$ cat config.mk
export PLATFORM = sky130hd
export DESIGN_NAME = frame_rate_meter_top
export DESIGN_NICKNAME = d
export VERILOG_FILES = /design/src/hw/rtl/frm_pkg.sv /design/src/hw/rtl/frame_rate_meter_top.sv /design/src/hw/rtl/frm_rate_unit.sv
export SDC_FILE = /design/constraint.sdc
export NUM_CORES = 1
export LEC_CHECK = 0
export ABC_AREA = 1
export BUFFER_PORTS_ARGS = -buffer_cell sky130_fd_sc_hd__buf_2
export CAP_MARGIN = 0
export CELL_PAD_IN_SITES_DETAIL_PLACEMENT = 1
export CELL_PAD_IN_SITES_GLOBAL_PLACEMENT = 1
export CORE_MARGIN = 1.5
export CORE_UTILIZATION = 49
export CTS_BUF_LIST = sky130_fd_sc_hd__clkbuf_8
export CTS_CLUSTER_DIAMETER = 120
export DETAILED_ROUTE_END_ITERATION = 7
export MAX_ROUTING_LAYER = met4
export PLACE_DENSITY_LB_ADDON = 0.25
export SLEW_MARGIN = 20
export SYNTH_ARGS = -nofsm -noshare
export SYNTH_HDL_FRONTEND = slang
export SYNTH_SLANG_ARGS = --single-unit
$ cat constraint.sdc
create_clock -name aclk -period 10.3 [get_ports aclk]
set_clock_uncertainty 0.15 [all_clocks]
set_input_delay 1.03 -clock aclk [delete_from_list [all_inputs] [get_ports aclk]]
set_output_delay 1.03 -clock aclk [all_outputs]
set_load 0.02 [all_outputs]
$ cat src/hw/rtl/frm_pkg.sv
// ---------------------------------------------------------------------------
// Frame rate meter package
// Shared widths, constants, state types and the rate unit interface.
// ---------------------------------------------------------------------------
package frm_pkg;

    localparam int TS_W    = 64;
    localparam int WLEN_W  = 24;
    localparam int CNT_W   = 32;
    localparam int RATE_W  = 16;
    localparam int SCALE_W = 24;
    localparam int PROD_W  = CNT_W + SCALE_W;

    localparam logic [SCALE_W-1:0] RATE_SCALE   = 24'd10000000;
    localparam logic [WLEN_W-1:0]  WINDOW_RESET = 24'd500000;
    localparam logic [RATE_W-1:0]  RATE_MAX     = 16'hFFFF;

    typedef enum logic [2:0] {
        ST_IDLE,
        ST_EVAL,
        ST_CHECK,
        ST_WAIT,
        ST_DONE
    } frm_state_t;

    typedef enum logic [1:0] {
        U_IDLE,
        U_MUL,
        U_SAT,
        U_DIV
    } frm_unit_state_t;

    typedef struct packed {
        logic              start;
        logic [CNT_W-1:0]  frames;
        logic [TS_W-1:0]   elapsed;
    } frm_unit_req_t;

    typedef struct packed {
        logic              done;
        logic [RATE_W-1:0] rate;
    } frm_unit_rsp_t;

endpackage

$ cat src/hw/rtl/frame_rate_meter_top.sv
// ---------------------------------------------------------------------------
// Frame rate meter
// Windowed frame rate measurement in tenths of a frame per second.
// ---------------------------------------------------------------------------
// One item is handled at a time. A restart item, or a tick that does not
// close the window, goes from ST_EVAL (and ST_CHECK, for a tick that
// advances the window) to ST_DONE, which loads its result. A tick that
// closes the window runs the rate unit: 24 bit-serial multiply steps by
// 10^7, one saturation compare and, if not saturated, 16 restoring
// division steps. The result sits in an output register, so the next
// item can be taken while a result waits for m_ready.
module frame_rate_meter_top
    import frm_pkg::*;
(
    input  logic                aclk,
    input  logic                aresetn,
    input  logic                s_valid,
    output logic                s_ready,
    input  logic                s_op,
    input  logic [TS_W-1:0]     s_timestamp_us,
    output logic                m_valid,
    input  logic                m_ready,
    output logic [RATE_W-1:0]   m_rate_tenths,
    output logic                m_rate_changed,
    output logic [CNT_W-1:0]    m_frame_total,
    input  logic                cfg_wr_en,
    input  logic [WLEN_W-1:0]   cfg_wr_data
);

    frm_state_t          state_reg, state_next;
    logic [WLEN_W-1:0]   wlen_reg;
    logic [TS_W-1:0]     ws_reg, ws_next;
    logic [CNT_W-1:0]    fw_reg, fw_next;
    logic [RATE_W-1:0]   last_rate_reg, last_rate_next;
    logic [CNT_W-1:0]    total_reg, total_next;
    logic                changed_reg, changed_next;
    logic                op_reg, op_next;
    logic [TS_W-1:0]     ts_reg, ts_next;
    logic [TS_W-1:0]     elapsed_reg, elapsed_next;

    logic                m_valid_reg, m_valid_next;
    logic [RATE_W-1:0]   m_rate_reg, m_rate_next;
    logic                m_changed_reg, m_changed_next;
    logic [CNT_W-1:0]    m_total_reg, m_total_next;

    logic [TS_W:0]       diff;
    frm_unit_req_t       unit_req;
    frm_unit_rsp_t       unit_rsp;

    frm_rate_unit u_rate (
        .aclk    (aclk),
        .aresetn (aresetn),
        .req     (unit_req),
        .rsp     (unit_rsp)
    );

    always_ff @(posedge aclk) begin
        if (!aresetn) begin
            state_reg     <= ST_IDLE;
            wlen_reg      <= WINDOW_RESET;
            ws_reg        <= '0;
            fw_reg        <= '0;
            last_rate_reg <= '0;
            total_reg     <= CNT_W'(1);
            m_valid_reg   <= 1'b0;
        end else begin
            state_reg     <= state_next;
            ws_reg        <= ws_next;
            fw_reg        <= fw_next;
            last_rate_reg <= last_rate_next;
            total_reg     <= total_next;
            m_valid_reg   <= m_valid_next;
            if (cfg_wr_en) begin
                wlen_reg <= cfg_wr_data;
            end
        end
        changed_reg   <= changed_next;
        op_reg        <= op_next;
        ts_reg        <= ts_next;
        elapsed_reg   <= elapsed_next;
        m_rate_reg    <= m_rate_next;
        m_changed_reg <= m_changed_next;
        m_total_reg   <= m_total_next;
    end

    // borrow out of the subtract tells whether the timestamp went backward
    assign diff = {1'b0, ts_reg} - {1'b0, ws_reg};

    always_comb begin
        state_next     = state_reg;
        ws_next        = ws_reg;
        fw_next        = fw_reg;
        last_rate_next = last_rate_reg;
        total_next     = total_reg;
        changed_next   = changed_reg;
        op_next        = op_reg;
        ts_next        = ts_reg;
        elapsed_next   = elapsed_reg;
        m_valid_next   = m_valid_reg && !m_ready;
        m_rate_next    = m_rate_reg;
        m_changed_next = m_changed_reg;
        m_total_next   = m_total_reg;

        unit_req.start   = 1'b0;
        unit_req.frames  = fw_reg;
        unit_req.elapsed = elapsed_reg;

        case (state_reg)
            ST_IDLE: begin
                if (s_valid) begin
                    op_next    = s_op;
                    ts_next    = s_timestamp_us;
                    state_next = ST_EVAL;
                end
            end
            ST_EVAL: begin
                changed_next = 1'b0;
                state_next   = ST_DONE;
                if (op_reg) begin
                    ws_next      = '0;
                    fw_next      = '0;
                    changed_next = 1'b1;
                end else begin
                    total_next = total_reg + CNT_W'(1);
                    if (ws_reg == '0) begin
                        ws_next = ts_reg;
                    end else if (!diff[TS_W] && (diff[TS_W-1:0] != '0)) begin
                        elapsed_next = diff[TS_W-1:0];
                        fw_next      = fw_reg + CNT_W'(1);
                        state_next   = ST_CHECK;
                    end else begin
                        ws_next = ts_reg;
                        fw_next = '0;
                    end
                end
            end
            ST_CHECK: begin
                if (elapsed_reg >= {{(TS_W-WLEN_W){1'b0}}, wlen_reg}) begin
                    unit_req.start = 1'b1;
                    ws_next        = ts_reg;
                    fw_next        = '0;
                    changed_next   = 1'b1;
                    state_next     = ST_WAIT;
                end else begin
                    state_next = ST_DONE;
                end
            end
            ST_WAIT: begin
                if (unit_rsp.done) begin
                    last_rate_next = unit_rsp.rate;
                    state_next     = ST_DONE;
                end
            end
            ST_DONE: begin
                if (!m_valid_reg || m_ready) begin
                    m_valid_next   = 1'b1;
                    m_rate_next    = last_rate_reg;
                    m_changed_next = changed_reg;
                    m_total_next   = total_reg;
                    state_next     = ST_IDLE;
                end
            end
            default: begin
                state_next = ST_IDLE;
            end
        endcase
    end

    assign s_ready        = (state_reg == ST_IDLE);
    assign m_valid        = m_valid_reg;
    assign m_rate_tenths  = m_rate_reg;
    assign m_rate_changed = m_changed_reg;
    assign m_frame_total  = m_total_reg;

endmodule

$ cat src/hw/rtl/frm_rate_unit.sv
// ---------------------------------------------------------------------------
// Frame rate unit
// Computes min(frames * 10^7 / elapsed, 65535) with a bit-serial multiply,
// a saturation check and, if unsaturated, a 16-step restoring division.
// ---------------------------------------------------------------------------
module frm_rate_unit
    import frm_pkg::*;
(
    input  logic          aclk,
    input  logic          aresetn,
    input  frm_unit_req_t req,
    output frm_unit_rsp_t rsp
);

    frm_unit_state_t     state_reg, state_next;
    logic [PROD_W-1:0]   acc_reg, acc_next;
    logic [CNT_W-1:0]    mcand_reg, mcand_next;
    logic [TS_W-1:0]     den_reg, den_next;
    logic [TS_W-1:0]     rem_reg, rem_next;
    logic [RATE_W-1:0]   lo_reg, lo_next;
    logic [RATE_W-1:0]   quo_reg, quo_next;
    logic [4:0]          cnt_reg, cnt_next;
    logic                done_reg, done_next;
    logic [RATE_W-1:0]   rate_reg, rate_next;

    logic [TS_W:0]       trial;
    logic                qbit;
    logic [PROD_W-1:0]   addend;
    logic [TS_W-1:0]     num_hi;

    always_ff @(posedge aclk) begin
        if (!aresetn) begin
            state_reg <= U_IDLE;
            done_reg  <= 1'b0;
        end else begin
            state_reg <= state_next;
            done_reg  <= done_next;
        end
        acc_reg   <= acc_next;
        mcand_reg <= mcand_next;
        den_reg   <= den_next;
        rem_reg   <= rem_next;
        lo_reg    <= lo_next;
        quo_reg   <= quo_next;
        cnt_reg   <= cnt_next;
        rate_reg  <= rate_next;
    end

    always_comb begin
        state_next = state_reg;
        acc_next   = acc_reg;
        mcand_next = mcand_reg;
        den_next   = den_reg;
        rem_next   = rem_reg;
        lo_next    = lo_reg;
        quo_next   = quo_reg;
        cnt_next   = cnt_reg;
        done_next  = 1'b0;
        rate_next  = rate_reg;

        addend = RATE_SCALE[cnt_reg] ? {{SCALE_W{1'b0}}, mcand_reg} : '0;
        num_hi = {{(TS_W-PROD_W+RATE_W){1'b0}}, acc_reg[PROD_W-1:RATE_W]};
        trial  = {rem_reg, lo_reg[RATE_W-1]};
        qbit   = (trial >= {1'b0, den_reg});

        case (state_reg)
            U_IDLE: begin
                if (req.start) begin
                    acc_next   = '0;
                    mcand_next = req.frames;
                    den_next   = req.elapsed;
                    cnt_next   = 5'(SCALE_W - 1);
                    state_next = U_MUL;
                end
            end
            U_MUL: begin
                // MSB-first shift-add over the scale constant
                acc_next = {acc_reg[PROD_W-2:0], 1'b0} + addend;
                cnt_next = cnt_reg - 5'd1;
                if (cnt_reg == 5'd0) begin
                    state_next = U_SAT;
                end
            end
            U_SAT: begin
                // quotient >= 2^16 exactly when the upper numerator bits reach den
                if (num_hi >= den_reg) begin
                    rate_next  = RATE_MAX;
                    done_next  = 1'b1;
                    state_next = U_IDLE;
                end else begin
                    rem_next   = num_hi;
                    lo_next    = acc_reg[RATE_W-1:0];
                    quo_next   = '0;
                    cnt_next   = 5'(RATE_W - 1);
                    state_next = U_DIV;
                end
            end
            U_DIV: begin
                if (qbit) begin
                    rem_next = TS_W'(trial - {1'b0, den_reg});
                end else begin
                    rem_next = trial[TS_W-1:0];
                end
                lo_next  = {lo_reg[RATE_W-2:0], 1'b0};
                quo_next = {quo_reg[RATE_W-2:0], qbit};
                cnt_next = cnt_reg - 5'd1;
                if (cnt_reg == 5'd0) begin
                    rate_next  = {quo_reg[RATE_W-2:0], qbit};
                    done_next  = 1'b1;
                    state_next = U_IDLE;
                end
            end
            default: begin
                state_next = U_IDLE;
            end
        endcase
    end

    assign rsp.done = done_reg;
    assign rsp.rate = rate_reg;

endmodule

Yosys cells after proc, flatten, opt, wreduce, memory -nomap -nowiden
Memory sizes are Yosys's and may differ from the RTL's. A register that Yosys moved wholly into a read port is not among the register bits.
Index checks and enable logic that the tools add are counted.
{"block": "classes", "n_reduce_logical": 30, "n_mux": 51, "n_eq_ne": 18, "n_lt_le_gt_ge": 4, "add_sub_neg": 6, "bitwise": 2}
{"op": "$mux W64", "count": 6}
{"op": "$pmux W64 S2", "count": 2}
{"op": "$mux W32", "count": 5}
{"op": "$pmux W56 S2", "count": 1}
{"op": "$ge A65 B64 Y1", "count": 1}
{"op": "$sub A64 B64 Y65", "count": 1}
{"op": "$add A32 B1 Y32 const B", "count": 2}
{"op": "$ge A40 B64 Y1", "count": 1}
{"op": "$ge A64 B24 Y1", "count": 1}
{"op": "$logic_not A64 Y1", "count": 1}
{"op": "$pmux W16 S2", "count": 2}
{"op": "$pmux W32 S2", "count": 1}
{"op": "$reduce_bool A64 Y1", "count": 1}
{"op": "$sub A64 B64 Y64", "count": 1}
{"op": "$add A56 B56 Y56", "count": 1}
{"op": "$mux W56", "count": 1}
{"op": "$mux W16", "count": 3}
{"op": "$pmux W15 S2", "count": 1}
{"op": "$mux W3", "count": 7}
{"op": "$reduce_and A2 Y1", "count": 9}
{"op": "$mux W15", "count": 1}
{"op": "$mux W5", "count": 3}
{"op": "$pmux W3 S5", "count": 1}
{"op": "$pmux W5 S3", "count": 1}
{"op": "other kinds (26)", "count": 57}
{"block": "word_totals", "ff_bits": 622, "in_bits": 94, "output_inout_bits": 51, "rom_bits": 32, "mem_count": 1}
{"name": "(no name shown)", "words": 32, "width": 1, "read_ports": 1, "rd_clocked_by_memory_dff": 1, "write_ports": 0, "line_no": "frm_rate_unit.sv:61", "text": "addend = RATE_SCALE[cnt_reg] ? {{SCALE_W{1'b0}}, mcand_reg} : '0;"}

Logic depth before layout (Yosys ltp)
Gate-level depths: netlist of the first run.
{"block": "depth", "word_depth": 7, "ltp_mapped": 29, "depth_no_buf": 27}

Hierarchy
From an unflattened synthesis of the first run, not the netlist that was laid out.
{"block": "unflattened", "hier_cells": 5132, "area_unflattened_um2": 39052.5}
{"module": "frame_rate_meter_top", "seq_area_each_um2": 8818.5, "area_per_inst_um2": 20214.4, "instances": 1, "cells_per_inst": 2810}
{"module": "frm_rate_unit", "seq_area_each_um2": 8127.8, "area_per_inst_um2": 18838.1, "instances": 1, "cells_per_inst": 2322}

Worst setup path after synthesis of the first run
No wires, ideal clock.
{"block": "synth_timing", "path_kind": "reg2reg", "startpoint": "register u_rate.acc_reg[49]", "endpoint": "register u_rate.lo_reg[0], enable pin", "stages_incl_launch_ff": 10, "period_less_slack_ns": 8.931, "arrival_ns": 8.101, "required_ns": 9.470, "setup_slack_ns": 1.369, "cell_sequence": "edfxtp_1 ha_1 a21oi_1 o21ai_0 a21o_1 a21oi_1 o21ai_0 nand3_1 nand3_1 o21ai_0"}
{"block": "synth_via", "elab_chain_len": 3}
{"item": "from (decl)", "line_no": "frm_rate_unit.sv:16", "text": "logic [PROD_W-1:0] acc_reg, acc_next;"}
{"item": "from (signal assigned)", "line_no": "frm_rate_unit.sv:39", "text": "acc_reg <= acc_next;"}
{"item": "$ge A40 B64 Y1", "line_no": "frm_rate_unit.sv:86", "text": "if (num_hi >= den_reg) begin"}
{"item": "$ne A2 B2 Y1 (no line)"}
{"item": "$reduce_and A2 Y1 (no line)"}
{"item": "to (signal assigned)", "line_no": "frm_rate_unit.sv:43", "text": "lo_reg <= lo_next;"}
{"item": "to (decl)", "line_no": "frm_rate_unit.sv:20", "text": "logic [RATE_W-1:0] lo_reg, lo_next;"}
No other way between the ends.
A chain may end at the register's enable or synchronous reset.

Final worst setup path of the first run
{"block": "layout_timing", "startpoint": "register ts_reg[0]", "endpoint": "register elapsed_reg[14], enable pin"}
{"block": "layout_via", "elab_chain_len": 4}
{"item": "from (decl)", "line_no": "frame_rate_meter_top.sv:38", "text": "logic [TS_W-1:0] ts_reg, ts_next;"}
{"item": "from (signal assigned)", "line_no": "frame_rate_meter_top.sv:79", "text": "ts_reg <= ts_next;"}
{"item": "$sub A64 B64 Y65", "line_no": "frame_rate_meter_top.sv:87", "text": "assign diff = {1'b0, ts_reg} - {1'b0, ws_reg};"}
{"item": "via diff[32]", "line_no": "frame_rate_meter_top.sv:46", "text": "logic [TS_W:0] diff;"}
{"item": "$reduce_bool A64 Y1", "line_no": "frame_rate_meter_top.sv:127", "text": "end else if (!diff[TS_W] && (diff[TS_W-1:0] != '0)) begin"}
{"item": "$logic_and A1 B1 Y1", "line_no": "frame_rate_meter_top.sv:127"}
{"item": "$reduce_and A4 Y1 (no line)"}
{"item": "to (signal assigned)", "line_no": "frame_rate_meter_top.sv:80", "text": "elapsed_reg <= elapsed_next;"}
{"item": "to (decl)", "line_no": "frame_rate_meter_top.sv:39", "text": "logic [TS_W-1:0] elapsed_reg, elapsed_next;"}
The timed path passes the listed nets, and every way through them passes these cells.

==> impl_metrics.yaml, run 1 <==
placed_design:
  replace_congestion: 0.963
  place.port_buffers: 144
  hpwl_um: 95200
synth:
  synth_edf_count: 447
  synthCells: 4882
  ys_seq_elements: 623
  postSynth.topFlopCell: "sky130_fd_sc_hd__edfxtp_1"
  post_synth_num_cell_types: 57
  yosys_warnings: 0
  synth_area_um2: 38100
  proportion_of_register_bits_with_asynchronous_set_or_reset_after_synthesis_pct: 0
  synthDominantAreaCellType: "sky130_fd_sc_hd__edfxtp_1"
  ys_top_cells_by_count: "1,277 x sky130_fd_sc_hd__nand2_1, 841 x sky130_fd_sc_hd__inv_1, 447 x sky130_fd_sc_hd__edfxtp_1"
  synthTopCellsByArea: "sky130_fd_sc_hd__edfxtp_1 35%, sky130_fd_sc_hd__nand2_1 13%, sky130_fd_sc_hd__dfxtp_1 9.3%, sky130_fd_sc_hd__inv_1 8.3%, sky130_fd_sc_hd__ha_1 7.5%"
  netlist.area_leader.share_pct: 35.3
  synth-seq-area-share_pct: 44.5
  post_synth.cell_area_avg_um2: 7.79
  yosys.cell_count.top_type: "sky130_fd_sc_hd__nand2_1"
  synth_fp_nets: 5207
power_and_ir_drop:
  vdd_ir_drop_max_uv: 178
  power.leakage_uw: 0.0187
  pwr_density_cell_nw_per_um2: 286
layout:
  postLayoutCoreUtil_pct: 54.5
  share_of_layout_cells_above_drive_strength_1_pct: 7.99
  final_nets: 5390
  multi_input_area_um2: 17500
  fillers: 9695
  syn2layout_area_growth_pct: 10.6
  sequential_cell_area_um2: 16900
floorplanning:
  std_cell_rows: 102
  design.core.area_um2: 77200
  die_h_um: 282
  die_area_um2: 79300
  number_of_top_level_design_ports: 145
  effective_utilization_at_floorplan_pct: 49.3
  floorplan.die.width_um: 282
global_route:
  initial_antenna_violation_count: 1
  track_usage_pct: 31.6
  first_global_vias: 34900
  grt_start_max_net_pins: 80
  grt_first_pass_wirelength_um: 190000
  grt_overflow_total: 0
clocking:
  cts-buffers-inserted: 107
  post_cts_resize_count: 0
  clock_latency_ns: 0.76
  cts_num_sinks: 623
  cts.clk_slew.worst_paths_ns: 0.06
  cts-hold-fix-buffers: 0
  clock_tree_from_tritoncts: "yes"
  htreeDepth: 3
  clk_root_buffer_cell: "sky130_fd_sc_hd__clkbuf_8"
  post_cts.repair.setup_buffers: 0
  clk_path_buf_depth: 3
run:
  cap_viol_max_count: 0
worst_setup_path:
  worst-path-buf-inv: 2
  crit_top_cell: "sky130_fd_sc_hd__nand2_1"
  cp_data_arrival_time_ns: 4.88
  critical_path.max_fanout: 61
  critical_path.reg2reg.endpoint: "elapsed_reg[14]$_DFFE_PP_"
  worstPathCellList: "inv_1, ha_1, fa_1, nand3b_1, nand2_1, nand2_1, nand2_1, nand2_1, nand2_1, nand2_1, nand2_1, nand2_1, nand2_1, nor2_1, nand2_1, nor2_1, nand3_1, nor2_1, nand3_2, nand3_1, nor2_4, buf_4"
  critical_path.top_delay_family: "simple AND/OR/NAND/NOR gates"
  worst_r2r_startpoint: "ts_reg[0]$_DFFE_PP_"
  crit_cells: 22
  critical-path-max-stage-delay_ns: 0.72
  crit_type: "flip-flop to flip-flop"
  reg2reg_setup_slack_ns: 5.63
  crit_end: "elapsed_reg[14]$_DFFE_PP_"
  start_kind: "flip-flop"
  ff2ff_path_depth: 22
  cp_data_required_time_ns: 10.51
  critical_path.endpoint_type: "flip-flop"
  crit_start: "ts_reg[0]$_DFFE_PP_"
  master_of_the_slowest_instance_on_the_critical_path: "sky130_fd_sc_hd__buf_4"
sta:
  setup_total_negative_slack_ns: 0
  hold_violations_final: 0
  layout_worst_path_cycle_share_pct: 45.4
  report.final.setup_viol: 0
  timing_worst_slew_pin_value_ns: 1.06
  min_period_ns: 4.67
  slew_violations: 0
  unrepaired_setup_endpoints_after_global_routing: "no"
  slew-limit-headroom_pct: 28.5
  max_clock_freq_ghz: 0.214
detailed_routing:
  finalWirelength_um: 122000
  remaining_design_rule_violation_count: 0
  num_vias: 34100
  routedWlPerCell_um: 19.7
  iteration_0_drc_markers: 2130
  drt_pass1_iterations: 6
  ant_nets: 0
  vias_per_cell: 5.50
status:
  status: "completed"
worst_hold_path:
  hold_startpoint: "changed_reg$_SDFFCE_PP1P_"
  worst_hold_path_type: "flip-flop to flip-flop"
## worst min-delay path by stage
stage,to,cells past startpoint,slack (ns)
6_report,m_rate_changed$_DFFE_PP_,0,0.28
4_1_cts,ts_reg[20]$_DFFE_PP_,1,0.24
5_1_grt,ts_reg[34]$_DFFE_PP_,1,0.25
2_1_floorplan,m_rate_changed$_DFFE_PP_,0,0.25
3_5_place_dp,m_frame_total[30]$_DFFE_PP_,0,0.27
3_3_place_gp,m_rate_changed$_DFFE_PP_,0,0.25
## power breakdown
group	internal [µW]	switching (µW)	leakage [µW]
clock	1280	1100	0.00130
combinational	1700	4000	0.0118
sequential	3510	467	0.00561
total	6490	5570	0.0187
## worst reg2reg max path, delay by kind of cell (launching register included)
kind	cells	cell delay (ns)
simple gates	18	2.35
buf+inv	2	0.77
fa+ha+maj	2	0.64
flops	1	0.35
## layout by cell type, fill, tap and decap left out, drive strengths merged, types with 5 or more instances in the layout
master,synthesis,final
clkbuf,60,124
nor2,446,446
o211ai,45,45
clkinv,4,30
o221ai,5,5
edfxtp,447,447
nand4,67,67
a21o,6,6
nor3,55,55
nand3,223,223
a21boi,12,12
o21a,40,40
nand3b,20,20
inv,847,890
xor2,44,44
nand2,1288,1288
ha,228,228
a31oi,43,43
o21ai,211,211
xnor2,36,36
dfxtp,176,176
bufinv,0,7
a21oi,443,443
buf,33,167
nor4,54,54
o21bai,16,16
## final cells by class
class,count,area share (%)
multi-input combinational,3315,41.5
timing repair buffer,167,2.12
sequential,623,40.3
inverter,851,7.59
antenna,1,0.00594
clock buffer,124,4.05
tap,1040,3.09
clock inverter,79,1.33
## cells by family (layout without fill, tap and decap cells)
kind of cell             Yosys count  after routing  synth area share, %
AO/OA/AOI/OAI                    839            839                 12.3
XOR/XNOR                          80             80                 1.86
adder cells (fa/ha/maj)          231            231                 7.65
buffers and inverters            944           1221                 9.69
flip-flops                       623            623                 44.5
other                              0              1                    0
AND/OR/NAND/NOR                 2165           2165                 24.0
## routing by layer
layer / GRT usage [%] / share of wire, % / vias to the layer above
li1: - / - / 16500
met1: 40.7 / 45 / 16600
met2: 51.8 / 47 / 824
met3: 3.70 / 4.6 / 233
met4: 10.5 / 3.4 / 0
met5: - / 0 / -
## through the flow
step,area (µm²),hold WS (ns),total power [µW],cells,worst slack [ns]
after floorplan,38100,0.250,7840,4882,1.37
after global placement,39800,0.254,9380,5996,5.70
after detailed placement,39800,0.267,9600,5996,5.42
after CTS,42100,0.242,12000,6199,5.37
after global routing,42100,0.247,12900,6200,5.29
final,42100,0.276,12100,6200,5.63
(Power assumes the default switching activity.)
==> inputs of run 2 (changes only) <==
==> constraint.sdc (replaced) <==
create_clock -name aclk -period 4.6 [get_ports aclk]
set_clock_uncertainty 0.15 [all_clocks]
set_input_delay 0.46 -clock aclk [delete_from_list [all_inputs] [get_ports aclk]]
set_output_delay 0.46 -clock aclk [all_outputs]
set_load 0.02 [all_outputs]
==> run 2 against run 1 <==
Net effect:
- routed wire length increased by 12%
- critical path type unchanged
- critical endpoint is now u_rate.acc_reg[49]$_SDFFCE_PN0P_
- sequential power increased by 120%
- sequential share of layout area decreased by 1.3 points
- core utilization increased by 1.8 points
- largest cell class unchanged
- via count increased by 4.7%
- critical path depth unchanged
- cell count increased by 2.1%
- total power increased by 130%
==> impl_metrics.yaml, run 2 (same netlist as run 1, synthesis figures left out) <==
layout:
  postLayoutCoreUtil_pct: 56.3
  finish.cell_count_without_fillers: 6331
  share_of_layout_cells_above_drive_strength_1_pct: 8.36
  fillers: 9653
  layout.cells.most_common: "sky130_fd_sc_hd__nand2_1"
  syn2layout_area_growth_pct: 14.3
  final_nets: 5521
  most-common-layout-cells: "1,275 x sky130_fd_sc_hd__nand2_1, 871 x sky130_fd_sc_hd__inv_1, 447 x sky130_fd_sc_hd__edfxtp_1"
  post-route-cell-area_um2: 43500
worst_setup_path:
  crit_type: "flip-flop to flip-flop"
  ff2ff_path_depth: 22
  crit_top_cell: "sky130_fd_sc_hd__nand2_1"
  critical_path.max_fanout: 4
  cp_data_arrival_time_ns: 4.67
  worstPathCellList: "nand2_1, inv_1, ha_1, inv_1, fa_1, nor2_1, nand2_1, nand2_1, a21oi_1, o21ai_0, nand2_1, nand2_1, nand2_1, nand2_1, a21boi_0, buf_4, o21ai_0, a21oi_1, nor2_1, nand3_1, o21ai_0, a21oi_1"
  start_kind: "flip-flop"
  critical-path-max-stage-delay_ns: 0.47
  cp_data_required_time_ns: 4.92
  critical_path.reg2reg.endpoint: "u_rate.acc_reg[49]$_SDFFCE_PN0P_"
  master_of_the_slowest_instance_on_the_critical_path: "sky130_fd_sc_hd__o21ai_0"
  critical_path.endpoint_type: "flip-flop"
  reg2reg_setup_slack_ns: 0.25
power_and_ir_drop:
  pwr_density_cell_nw_per_um2: 638
  p_switching_uw: 13000
  switching_share_pct: 46.9
  fraction_of_power_consumed_by_combinational_cells_pct: 48.5
  p_int_uw: 14700
  seq_pwr_share_pct: 31.8
  vdd_ir_drop_max_uv: 414
  power.leakage_uw: 0.0193
  p_clk_share_pct: 19.7
detailed_routing:
  routedWlPerCell_um: 21.6
  finalWirelength_um: 136000
  iteration_0_drc_markers: 2656
  vias_per_cell: 5.63
  ant_nets: 0
  remaining_design_rule_violation_count: 0
  num_vias: 35700
  drt_pass1_iterations: 5
placed_design:
  place.port_buffers: 144
  hpwl_um: 97200
  detailed_place.area_um2: 40100
  placed_cells_incl_taps: 6021
  replace_congestion: 0.950
clocking:
  clk_root_buffer_cell: "sky130_fd_sc_hd__clkbuf_8"
  htreeDepth: 3
  clock_tree_from_tritoncts: "yes"
  cts_num_sinks: 623
  cts.clk_slew.worst_paths_ns: 0.06
  cts-buffers-inserted: 107
  clock_latency_ns: 0.77
  clk_path_buf_depth: 3
sta:
  slew-limit-headroom_pct: 36.6
  min_period_ns: 4.35
  timing_worst_slew_pin_value_ns: 0.949
  slew_violations: 0
  hold_violations_final: 0
  worst_hold_slack_across_all_endpoints_ns: 0.0633
  layout_worst_path_cycle_share_pct: 94.6
  max_clock_freq_ghz: 0.230
  unrepaired_setup_endpoints_after_global_routing: "no"
  report.final.setup_viol: 0
  setup_total_negative_slack_ns: 0
floorplanning:
  number_of_top_level_design_ports: 145
  effective_utilization_at_floorplan_pct: 49.3
  design.core.area_um2: 77200
  floorplan.die.width_um: 282
  die_area_um2: 79300
  die_h_um: 282
  std_cell_rows: 102
global_route:
  initial_antenna_violation_count: 3
  grt_first_pass_wirelength_um: 210000
  track_usage_pct: 35.2
  first_global_vias: 37300
  grt_overflow_total: 0
  grt_start_max_net_pins: 96
run:
  cap_viol_max_count: 0
worst_hold_path:
  hold_startpoint: "s_valid"
  min_to: "state_reg[0]$_SDFFE_PN0P_"
  worst_hold_path_type: "input port to flip-flop"
  hold_depth: 5
status:
  status: "completed"
[run 2: through the flow]
stage / setup WS [ns] / power (µW)
final: 0.249 / 27800
after global routing: 0.00899 / 29500
after CTS: 0.273 / 27300
after detailed placement: 0.406 / 21700
after global placement: 0.525 / 21200
after floorplan: 0.0104 / 17400
[run 2: layer usage]
metal	part of all wire [%]	global-route usage, %
met5	0	-
met2	49	58.9
met4	5.1	16.9
met1	42	42.2
met3	4.8	4.19
[run 2: what timing repair did]
| item | CTS | global route |
|---|---|---|
| setup buffers | 0 | 0 |
| endpoints found under the hold margin | 91 | 0 |
| hold buffers | 105 | 0 |
| setup endpoints to repair | 0 | 44 |
| resized for setup | 0 | 4 |
[run 2: power by group through the flow]
| stage | logic, µW | registers (µW) | clock network, µW |
|---|---|---|---|
| after detailed placement | 12900 | 8860 | 0 |
| after global placement | 12400 | 8800 | 0 |
| after floorplan | 8870 | 8550 | 0 |
| final | 13500 | 8840 | 5470 |
| after global routing | 14800 | 8920 | 5760 |
| after CTS | 13100 | 8760 | 5410 |
[run 2: cell type report]
class	instances	area, µm²	share of cell area, %
timing repair buffer	298	2310	5.30
inverter	851	3200	7.35
clock inverter	80	591	1.36
antenna	3	7.51	0.0173
sequential	623	16900	39.0
multi-input combinational	3315	17500	40.2
tap	1040	1300	2.99
clock buffer	121	1670	3.83
[run 2: worst max path at each step]
stage                     slack, ns                                to                       from  cells after the start
final                          0.25  u_rate.acc_reg[49]$_SDFFCE_PN0P_                  flip-flop                     22
after global routing          0.009  u_rate.acc_reg[49]$_SDFFCE_PN0P_                  flip-flop                     22
after CTS                      0.27           ws_reg[18]$_SDFFE_PN0P_        ts_reg[8]$_DFFE_PP_                     24
after detailed placement       0.41            ws_reg[7]$_SDFFE_PN0P_        ts_reg[8]$_DFFE_PP_                     24
after global placement         0.52           ws_reg[16]$_SDFFE_PN0P_        ts_reg[8]$_DFFE_PP_                     25
after floorplan                0.01       u_rate.den_reg[0]$_DFFE_PP_  elapsed_reg[23]$_DFFE_PP_                      7
[run 2: worst max-delay path, delay by kind of cell, from the launching register on]
family,cells,cell delay [ns]
AOI/OAI and AO/OA,7,1.52
adders and majority gates,2,0.55
buffers and inverters,3,0.28
DFF,1,0.37
and+or+nand+nor,10,1.22
